==> config.mk <==
export PLATFORM = sky130hd
export DESIGN_NAME = murmur_hash_64_stream
export DESIGN_NICKNAME = d
export VERILOG_FILES = /design/src/rtl/mh64_pkg.sv /design/src/rtl/murmur_hash_64_stream.sv /design/src/rtl/mh64_dp.sv /design/src/rtl/mh64_ctrl.sv
export SDC_FILE = /design/constraint.sdc
export NUM_CORES = 2
export LEC_CHECK = 0
export BUFFER_PORTS_ARGS = -buffer_cell sky130_fd_sc_hd__buf_2
export CORE_AREA = 2 2 312 314
export CTS_CLUSTER_DIAMETER = 120
export DETAILED_ROUTE_END_ITERATION = 6
export DIE_AREA = 0 0 314 316
export HOLD_SLACK_MARGIN = 0.06
export SLEW_MARGIN = 15
export SYNTH_ARGS = -nofsm -noshare
export SYNTH_HDL_FRONTEND = slang
export SYNTH_SLANG_ARGS = --single-unit
==> constraint.sdc <==
create_clock -name clk -period 10.85 [get_ports clk]
set_input_delay 0.5425 -clock clk [delete_from_list [all_inputs] [get_ports clk]]
set_output_delay 0.5425 -clock clk [all_outputs]
set_load 0.005 [all_outputs]
==> src/rtl/mh64_pkg.sv <==
// ----------------------------------------------------------------------------
// mh64_pkg
// Shared types and constants for the MurmurHash64A stream hasher: datapath
// command and status groups, command codes and hash constants.
// ----------------------------------------------------------------------------
package mh64_pkg;

  localparam logic [63:0] HASH_MUL   = 64'hc6a4a7935bd1e995;
  localparam int unsigned HASH_SHIFT = 47;

  // datapath command codes
  localparam logic [3:0] CMD_IDLE  = 4'd0;
  localparam logic [3:0] CMD_LOAD  = 4'd1;
  localparam logic [3:0] CMD_MUL   = 4'd2;
  localparam logic [3:0] CMD_SEED  = 4'd3;
  localparam logic [3:0] CMD_XWORD = 4'd4;
  localparam logic [3:0] CMD_XTAIL = 4'd5;
  localparam logic [3:0] CMD_XKMIX = 4'd6;
  localparam logic [3:0] CMD_XHK   = 4'd7;
  localparam logic [3:0] CMD_HP    = 4'd8;
  localparam logic [3:0] CMD_XFIN  = 4'd9;
  localparam logic [3:0] CMD_HFIN  = 4'd10;

  // partial product steps of one 64x64 (low half) multiply
  localparam logic [1:0] MUL_LO_LO = 2'd0;
  localparam logic [1:0] MUL_LO_HI = 2'd1;
  localparam logic [1:0] MUL_HI_LO = 2'd2;

  typedef struct packed {
    logic [3:0] op;
    logic [1:0] mul_step;
  } dp_cmd_t;

  typedef struct packed {
    logic len_mul;
    logic full_word;
    logic tail;
    logic last;
  } dp_status_t;

endpackage

==> src/rtl/murmur_hash_64_stream.sv <==
// ----------------------------------------------------------------------------
// murmur_hash_64_stream
// MurmurHash64A over a message streamed as little-endian 64-bit words.
//
// Input channel (in_valid/in_ready): one word per item with its byte count
// and first/last marks; the first word also carries the start mode, total
// length and initial hash. Output channel (out_valid/out_ready): one 64-bit
// hash per message, given after the item marked last. Config: cfg_wr_en
// writes cfg_wr_data into the seed register; write only while idle.
//
// One item at a time. Every 64x64 multiply runs on one shared 32x32
// multiplier in three partial-product steps, and each item needs up to five
// of them: a full word needs three, plus one for the length multiply on a
// compute-mode first word and one for finalization on a last word; a tail
// word needs one, an empty word none.
// Result is valid the cycle after the finalization completes.
// Synchronous reset clears the seed and running hash and drops out_valid.
// If the receiver stalls, the hash holds in the output register; the next
// item is still accepted and runs, and only its finalization waits.
// ----------------------------------------------------------------------------
module murmur_hash_64_stream (
  input  logic        clk,
  input  logic        rst_n,
  input  logic        cfg_wr_en,
  input  logic [63:0] cfg_wr_data,
  input  logic        in_valid,
  output logic        in_ready,
  input  logic        in_op,
  input  logic [63:0] in_data_word,
  input  logic [3:0]  in_valid_bytes,
  input  logic        in_first,
  input  logic        in_last,
  input  logic [31:0] in_total_length,
  input  logic [63:0] in_initial_hash,
  output logic        out_valid,
  input  logic        out_ready,
  output logic [63:0] out_hash_value
);

  mh64_pkg::dp_cmd_t    cmd;
  mh64_pkg::dp_status_t status;

  mh64_ctrl u_ctrl (
    .clk       (clk),
    .rst_n     (rst_n),
    .in_valid  (in_valid),
    .in_ready  (in_ready),
    .out_valid (out_valid),
    .out_ready (out_ready),
    .status    (status),
    .cmd       (cmd)
  );

  mh64_dp u_dp (
    .clk             (clk),
    .rst_n           (rst_n),
    .cmd             (cmd),
    .status          (status),
    .cfg_wr_en       (cfg_wr_en),
    .cfg_wr_data     (cfg_wr_data),
    .in_op           (in_op),
    .in_data_word    (in_data_word),
    .in_valid_bytes  (in_valid_bytes),
    .in_first        (in_first),
    .in_last         (in_last),
    .in_total_length (in_total_length),
    .in_initial_hash (in_initial_hash),
    .out_hash_value  (out_hash_value)
  );

endmodule

==> src/rtl/mh64_dp.sv <==
// ----------------------------------------------------------------------------
// mh64_dp
// Hash datapath: seed register, running hash, multiply operand, a shared
// 32x32 multiplier that builds the low 64 bits of x * HASH_MUL in three
// partial-product steps, and the result register.
// ----------------------------------------------------------------------------
module mh64_dp (
  input  logic                 clk,
  input  logic                 rst_n,
  input  mh64_pkg::dp_cmd_t    cmd,
  output mh64_pkg::dp_status_t status,
  input  logic                 cfg_wr_en,
  input  logic [63:0]          cfg_wr_data,
  input  logic                 in_op,
  input  logic [63:0]          in_data_word,
  input  logic [3:0]           in_valid_bytes,
  input  logic                 in_first,
  input  logic                 in_last,
  input  logic [31:0]          in_total_length,
  input  logic [63:0]          in_initial_hash,
  output logic [63:0]          out_hash_value
);

  logic [63:0] seed_r;
  logic [63:0] h_r, h_nxt;
  logic [63:0] x_r, x_nxt;
  logic [63:0] p_r, p_nxt;
  logic [63:0] word_r;
  logic [3:0]  nb_r;
  logic        len_mul_r;
  logic        last_r;
  logic [63:0] out_r;

  logic [31:0] mul_a;
  logic [31:0] mul_b;
  logic [63:0] prod;
  logic [63:0] tail_mask;
  logic [63:0] p_mix;
  logic [3:0]  nb_clamped;

  assign nb_clamped = (in_valid_bytes > 4'd8) ? 4'd8 : in_valid_bytes;

  assign mul_a = (cmd.mul_step == mh64_pkg::MUL_HI_LO) ? x_r[63:32] : x_r[31:0];
  assign mul_b = (cmd.mul_step == mh64_pkg::MUL_LO_HI) ?
                 mh64_pkg::HASH_MUL[63:32] : mh64_pkg::HASH_MUL[31:0];
  assign prod  = {32'd0, mul_a} * {32'd0, mul_b};

  assign p_mix = p_r ^ (p_r >> mh64_pkg::HASH_SHIFT);

  always_comb begin
    for (int i = 0; i < 8; i++) begin
      tail_mask[i*8 +: 8] = (4'(i) < nb_r) ? 8'hFF : 8'h00;
    end
  end

  always_comb begin
    h_nxt = h_r;
    x_nxt = x_r;
    p_nxt = p_r;
    case (cmd.op)
      mh64_pkg::CMD_LOAD: begin
        x_nxt = {32'd0, in_total_length};
        if (in_first && in_op) h_nxt = in_initial_hash;
      end
      mh64_pkg::CMD_MUL: begin
        if (cmd.mul_step == mh64_pkg::MUL_LO_LO) begin
          p_nxt = prod;
        end else begin
          p_nxt = {p_r[63:32] + prod[31:0], p_r[31:0]};
        end
      end
      mh64_pkg::CMD_SEED:  h_nxt = seed_r ^ p_r;
      mh64_pkg::CMD_XWORD: x_nxt = word_r;
      mh64_pkg::CMD_XTAIL: x_nxt = h_r ^ (word_r & tail_mask);
      mh64_pkg::CMD_XKMIX: x_nxt = p_mix;
      mh64_pkg::CMD_XHK:   x_nxt = h_r ^ p_r;
      mh64_pkg::CMD_HP:    h_nxt = p_r;
      mh64_pkg::CMD_XFIN:  x_nxt = h_r ^ (h_r >> mh64_pkg::HASH_SHIFT);
      mh64_pkg::CMD_HFIN:  h_nxt = p_mix;
      default: ;
    endcase
  end

  always_ff @(posedge clk) begin
    if (!rst_n) begin
      seed_r <= 64'd0;
      h_r    <= 64'd0;
    end else begin
      if (cfg_wr_en) seed_r <= cfg_wr_data;
      h_r <= h_nxt;
    end
  end

  always_ff @(posedge clk) begin
    x_r <= x_nxt;
    p_r <= p_nxt;
    if (cmd.op == mh64_pkg::CMD_LOAD) begin
      word_r    <= in_data_word;
      nb_r      <= nb_clamped;
      len_mul_r <= in_first & ~in_op;
      last_r    <= in_last;
    end
    if (cmd.op == mh64_pkg::CMD_HFIN) out_r <= p_mix;
  end

  assign status.len_mul   = len_mul_r;
  assign status.full_word = (nb_r == 4'd8);
  assign status.tail      = (nb_r != 4'd0) && (nb_r != 4'd8);
  assign status.last      = last_r;

  assign out_hash_value = out_r;

endmodule

==> src/rtl/mh64_ctrl.sv <==
// ----------------------------------------------------------------------------
// mh64_ctrl
// Sequencer for the hash datapath: accepts an item, steps the shared
// multiplier through each multiply of the mix and finalization, and owns the
// output valid flag.
// ----------------------------------------------------------------------------
module mh64_ctrl (
  input  logic                 clk,
  input  logic                 rst_n,
  input  logic                 in_valid,
  output logic                 in_ready,
  output logic                 out_valid,
  input  logic                 out_ready,
  input  mh64_pkg::dp_status_t status,
  output mh64_pkg::dp_cmd_t    cmd
);

  localparam logic [2:0] ST_IDLE   = 3'd0;
  localparam logic [2:0] ST_START  = 3'd1;
  localparam logic [2:0] ST_BODY   = 3'd2;
  localparam logic [2:0] ST_MUL    = 3'd3;
  localparam logic [2:0] ST_POST   = 3'd4;
  localparam logic [2:0] ST_FINCHK = 3'd5;

  localparam logic [2:0] PH_LEN = 3'd0;
  localparam logic [2:0] PH_K1  = 3'd1;
  localparam logic [2:0] PH_K2  = 3'd2;
  localparam logic [2:0] PH_H   = 3'd3;
  localparam logic [2:0] PH_FIN = 3'd4;

  logic [2:0] state_r, state_nxt;
  logic [2:0] phase_r, phase_nxt;
  logic [1:0] step_r, step_nxt;
  logic       out_valid_r, out_valid_nxt;

  assign in_ready  = (state_r == ST_IDLE);
  assign out_valid = out_valid_r;

  always_comb begin
    state_nxt     = state_r;
    phase_nxt     = phase_r;
    step_nxt      = step_r;
    out_valid_nxt = out_valid_r && !out_ready;
    cmd.op        = mh64_pkg::CMD_IDLE;
    cmd.mul_step  = step_r;
    case (state_r)
      ST_IDLE: begin
        if (in_valid) begin
          cmd.op    = mh64_pkg::CMD_LOAD;
          state_nxt = ST_START;
        end
      end
      ST_START: begin
        if (status.len_mul) begin
          phase_nxt = PH_LEN;
          step_nxt  = mh64_pkg::MUL_LO_LO;
          state_nxt = ST_MUL;
        end else begin
          state_nxt = ST_BODY;
        end
      end
      ST_BODY: begin
        step_nxt = mh64_pkg::MUL_LO_LO;
        if (status.full_word) begin
          cmd.op    = mh64_pkg::CMD_XWORD;
          phase_nxt = PH_K1;
          state_nxt = ST_MUL;
        end else if (status.tail) begin
          cmd.op    = mh64_pkg::CMD_XTAIL;
          phase_nxt = PH_H;
          state_nxt = ST_MUL;
        end else begin
          state_nxt = ST_FINCHK;
        end
      end
      ST_MUL: begin
        cmd.op = mh64_pkg::CMD_MUL;
        if (step_r == mh64_pkg::MUL_HI_LO) begin
          state_nxt = ST_POST;
        end else begin
          step_nxt = step_r + 2'd1;
        end
      end
      ST_POST: begin
        step_nxt = mh64_pkg::MUL_LO_LO;
        case (phase_r)
          PH_LEN: begin
            cmd.op    = mh64_pkg::CMD_SEED;
            state_nxt = ST_BODY;
          end
          PH_K1: begin
            cmd.op    = mh64_pkg::CMD_XKMIX;
            phase_nxt = PH_K2;
            state_nxt = ST_MUL;
          end
          PH_K2: begin
            cmd.op    = mh64_pkg::CMD_XHK;
            phase_nxt = PH_H;
            state_nxt = ST_MUL;
          end
          PH_H: begin
            cmd.op    = mh64_pkg::CMD_HP;
            state_nxt = ST_FINCHK;
          end
          PH_FIN: begin
            // hold until the output register is free
            if (!out_valid_r || out_ready) begin
              cmd.op        = mh64_pkg::CMD_HFIN;
              out_valid_nxt = 1'b1;
              state_nxt     = ST_IDLE;
            end
          end
          default: state_nxt = ST_IDLE;
        endcase
      end
      ST_FINCHK: begin
        step_nxt = mh64_pkg::MUL_LO_LO;
        if (status.last) begin
          cmd.op    = mh64_pkg::CMD_XFIN;
          phase_nxt = PH_FIN;
          state_nxt = ST_MUL;
        end else begin
          state_nxt = ST_IDLE;
        end
      end
      default: state_nxt = ST_IDLE;
    endcase
  end

  always_ff @(posedge clk) begin
    if (!rst_n) begin
      state_r     <= ST_IDLE;
      phase_r     <= PH_LEN;
      step_r      <= mh64_pkg::MUL_LO_LO;
      out_valid_r <= 1'b0;
    end else begin
      state_r     <= state_nxt;
      phase_r     <= phase_nxt;
      step_r      <= step_nxt;
      out_valid_r <= out_valid_nxt;
    end
  end

endmodule

==> results.json <==
{
  "critPathMaxStageDelay_ns": 0.61,
  "rrSetupSlack_ns": 0.54,
  "slew_viol_final": 0,
  "routabilityCongestion": 1.002,
  "clk-insertion-delay-late_ns": 0.57,
  "setup_violations": 0,
  "vias": 33560,
  "clk_pin_slew_ns": 0.07,
  "critPathCapture": "u_dp.p_r[62]",
  "drive_gt1_share_pct": 12.19,
  "grt_max_degree": 80,
  "required_ns": 11.14,
  "area_growth_pct": 9.889,
  "r2r-start": "u_ctrl.step_r[0]",
  "drc": 0,
  "holdPathStages": 1,
  "core_area_sq_um": 95990,
  "antenna_found_initial": 23,
  "worst_pin_slew_ns": 1.151,
  "drtPass1Iterations": 7,
  "synth_top_family_by_area": "adder cells",
  "critPathLaunchType": "register",
  "dp_hpwl_mm": 127.0,
  "htree_levels": 2,
  "rsz0062_at_grt": "no",
  "hold_violations": 0,
  "die_w_um": 314,
  "synth_edf_count": 262,
  "postSynthAreaPerCell_sq_um": 10.27,
  "worstSetupEndpointType": "register",
  "post_cts_buffers": 0,
  "synth_xor_area_share_pct": 4.173,
  "max_freq_mhz": 96.95,
  "fillCellCount": 8822,
  "cap_violations": 0,
  "synth_compound_area_share_pct": 13.04,
  "totalNegativeSetupSlack_ns": 0,
  "design.die.area_sq_um": 99220,
  "grt.overflow.total": 0,
  "yosys_warnings": 0,
  "clock_skew_ns": 0.02044,
  "synth_area_leader_cell": "fa_1",
  "boundaryPins": 302,
  "synthAdderAreaFrac_pct": 39.76,
  "clk_path_buf_depth": 3,
  "rows": 114,
  "highest_layer": "met5",
  "grt_util_all_layers_pct": 31.44,
  "period_needed_ns": 10.31,
  "wl_per_cell_um": 26.17,
  "drtIter0Drc": 3378,
  "post_drt_via_cell_ratio": 5.680,
  "yosys-top-cells-area": "fa_1, edfxtp_1, ha_1, inv_1, dfxtp_1",
  "status": "finished, final reports clean",
  "ys_seq_area_share_pct": 23.74,
  "reg2reg_depth": 36,
  "die_h_um": 316,
  "initial_core_util_pct": 46.57,
  "r2r-end": "u_dp.p_r[62]",
  "syn_area_sq_um": 44700,
  "cpMaxStageDelayCell": "fa_1",
  "wl_met2_mm": 70.96,
  "cts_buffers": 40,
  "syn_inst": 4352,
  "ant_nets": 0,
  "finalCritPeriodShare_pct": 95.06,
  "totalWireLength_mm": 154.7,
  "cts_root_buf": "clkbuf_16",
  "async_flop_share_pct": 0,
  "layout.nets": 5874,
  "grt_pass1_wl_mm": 227.2,
  "startpoint": "u_ctrl.step_r[0]",
  "hold_path_class": "in -> reg",
  "synth_seq_cells": 399,
  "port_buffers": 301,
  "critPathKind": "reg -> reg",
  "arrival_ns": 10.61,
  "synthMostInstantiatedCell": "inv_1",
  "synth_mux_area_share_pct": 2.351,
  "yosys_most_used_dff": "edfxtp_1",
  "wl_met3_mm": 12.98,
  "maxSlewHeadroom_pct": 22.84,
  "grt_pass1_vias": 33900,
  "synth_cell_types": 77,
  "netlist_top_cells_count": "inv_1, fa_1, ha_1",
  "wl_met1_mm": 64.88,
  "yosys.area_share.simple_pct": 8.498,
  "netlist.area_leader.share_pct": 27.59,
  "clkSinkCount": 399,
  "cts_tree": "yes",
  "cpMostUsedCell": "inv_1",
  "path_max_fanout": 14
}
[stage by stage]
stage          hold WS [ns]  instances  utilization [%]  cell area [sq um]  setup slack [ns]
6_report             0.1389       5909            51.17              49120            0.5355
5_1_grt              0.1213       5905            51.16              49110           0.05274
4_1_cts              0.1218       5894            51.12              49070            0.3224
3_5_place_dp         0.5069       5821            49.72              47730            0.4087
3_3_place_gp         0.4956       5821            49.72              47730            0.4224
2_1_floorplan        0.4244       4356                -              44720            0.8431
[worst max-delay path: cells and delay by family (launching register included)]
family	cells	cell delay, ns
adder cells (fa/ha/maj)	11	4.78
buffers and inverters	8	0.85
XOR/XNOR	2	0.40
AO/OA/AOI/OAI	10	2.34
AND/OR/NAND/NOR	3	0.63
flip-flops	1	0.33
multiplexers	2	0.67
[placed cells by master, fill, tap and decap left out, types with 9 or more instances in the layout]
cell type / synthesis / final
nor2b_1: 79 / 79
a22oi_1: 18 / 18
buf_4: 0 / 92
o21bai_1: 22 / 22
xor2_1: 84 / 84
and3_1: 59 / 58
a221oi_1: 21 / 21
nand2_1: 270 / 268
nand2b_1: 11 / 10
edfxtp_1: 262 / 262
a22o_1: 35 / 35
buf_2: 25 / 299
nor2_1: 212 / 210
dfxtp_1: 137 / 137
nor3b_1: 63 / 63
a31oi_1: 26 / 26
nand3_1: 20 / 19
clkbuf_16: 0 / 43
and2_1: 12 / 12
ha_1: 435 / 432
mux2i_1: 96 / 92
nand4_1: 18 / 18
a21oi_1: 251 / 251
nor3_1: 19 / 18
clkbuf_1: 163 / 9
diode_2: 0 / 15
o21ai_0: 154 / 153
fa_1: 616 / 616
o211a_1: 65 / 65
or2_2: 11 / 11
xnor2_1: 129 / 129
a21o_1: 42 / 42
a221oi_2: 60 / 60
o21a_1: 13 / 13
inv_1: 776 / 774
o221ai_1: 20 / 20
a211oi_1: 16 / 16
[flip-flops by register name (all words and copies together) (netlist names)]
signal,count
u_dp.h_r,64
u_dp.len_mul_r,1
u_ctrl.state_r,3
u_dp.seed_r,64
u_dp.out_hash_value,64
u_dp.x_r,64
u_dp.word_r,64
u_ctrl.phase_r,3
u_dp.nb_r,4
u_dp.last_r,1
u_ctrl.out_valid,1
u_ctrl.step_r,2
u_dp.p_r,64
[final cells by class]
cell class | instances | area (sq um) | area share, %
Clock buffer | 59 | 1200 | 2.443
Timing Repair Buffer | 391 | 2187 | 4.452
Inverter | 779 | 2925 | 5.955
Sequential cell | 399 | 10610 | 21.60
Tap cell | 1276 | 1597 | 3.250
Antenna cell | 15 | 37.54 | 0.07642
Multi-Input combinational cell | 2976 | 30430 | 61.94
Clock inverter | 14 | 136.4 | 0.2776
[logic make-up (layout without fill, tap and decap cells)]
| logic type | Yosys count | after routing |
|---|---|---|
| compound gates | 811 | 811 |
| xor+xnor | 213 | 213 |
| fa+ha+maj | 1051 | 1051 |
| buf+inv | 981 | 1243 |
| flops | 399 | 399 |
| mux | 104 | 104 |
| other cells | 2 | 21 |
| simple gates | 791 | 791 |
[metal layers]
layer  global-route usage [%]  up-vias
met2                    49.72     1461
met5                        0        -
met1                    43.81    16890
met3                    5.680      236
met4                    10.40        2
li1                         -    14970
[repair_timing]
item	4_1_cts	5_1_grt
endpoints found under the setup margin	0	6
hold buffers	0	0
resized for setup	0	4
[how the worst min path moves through the flow]
stage | from | end
2_1_floorplan | u_dp.p_r[63] | u_dp.out_hash_value[63]
3_3_place_gp | u_ctrl.step_r[0] | u_ctrl.step_r[0]
3_5_place_dp | u_ctrl.step_r[0] | u_ctrl.step_r[0]
4_1_cts | in_data_word[1] | u_dp.word_r[1]
5_1_grt | in_data_word[25] | u_dp.word_r[25]
6_report | in_data_word[16] | u_dp.word_r[16]
Power is left out: the tool's default activity adds up to more than one toggle a clock period on the data nets, which glitch-free logic cannot reach.
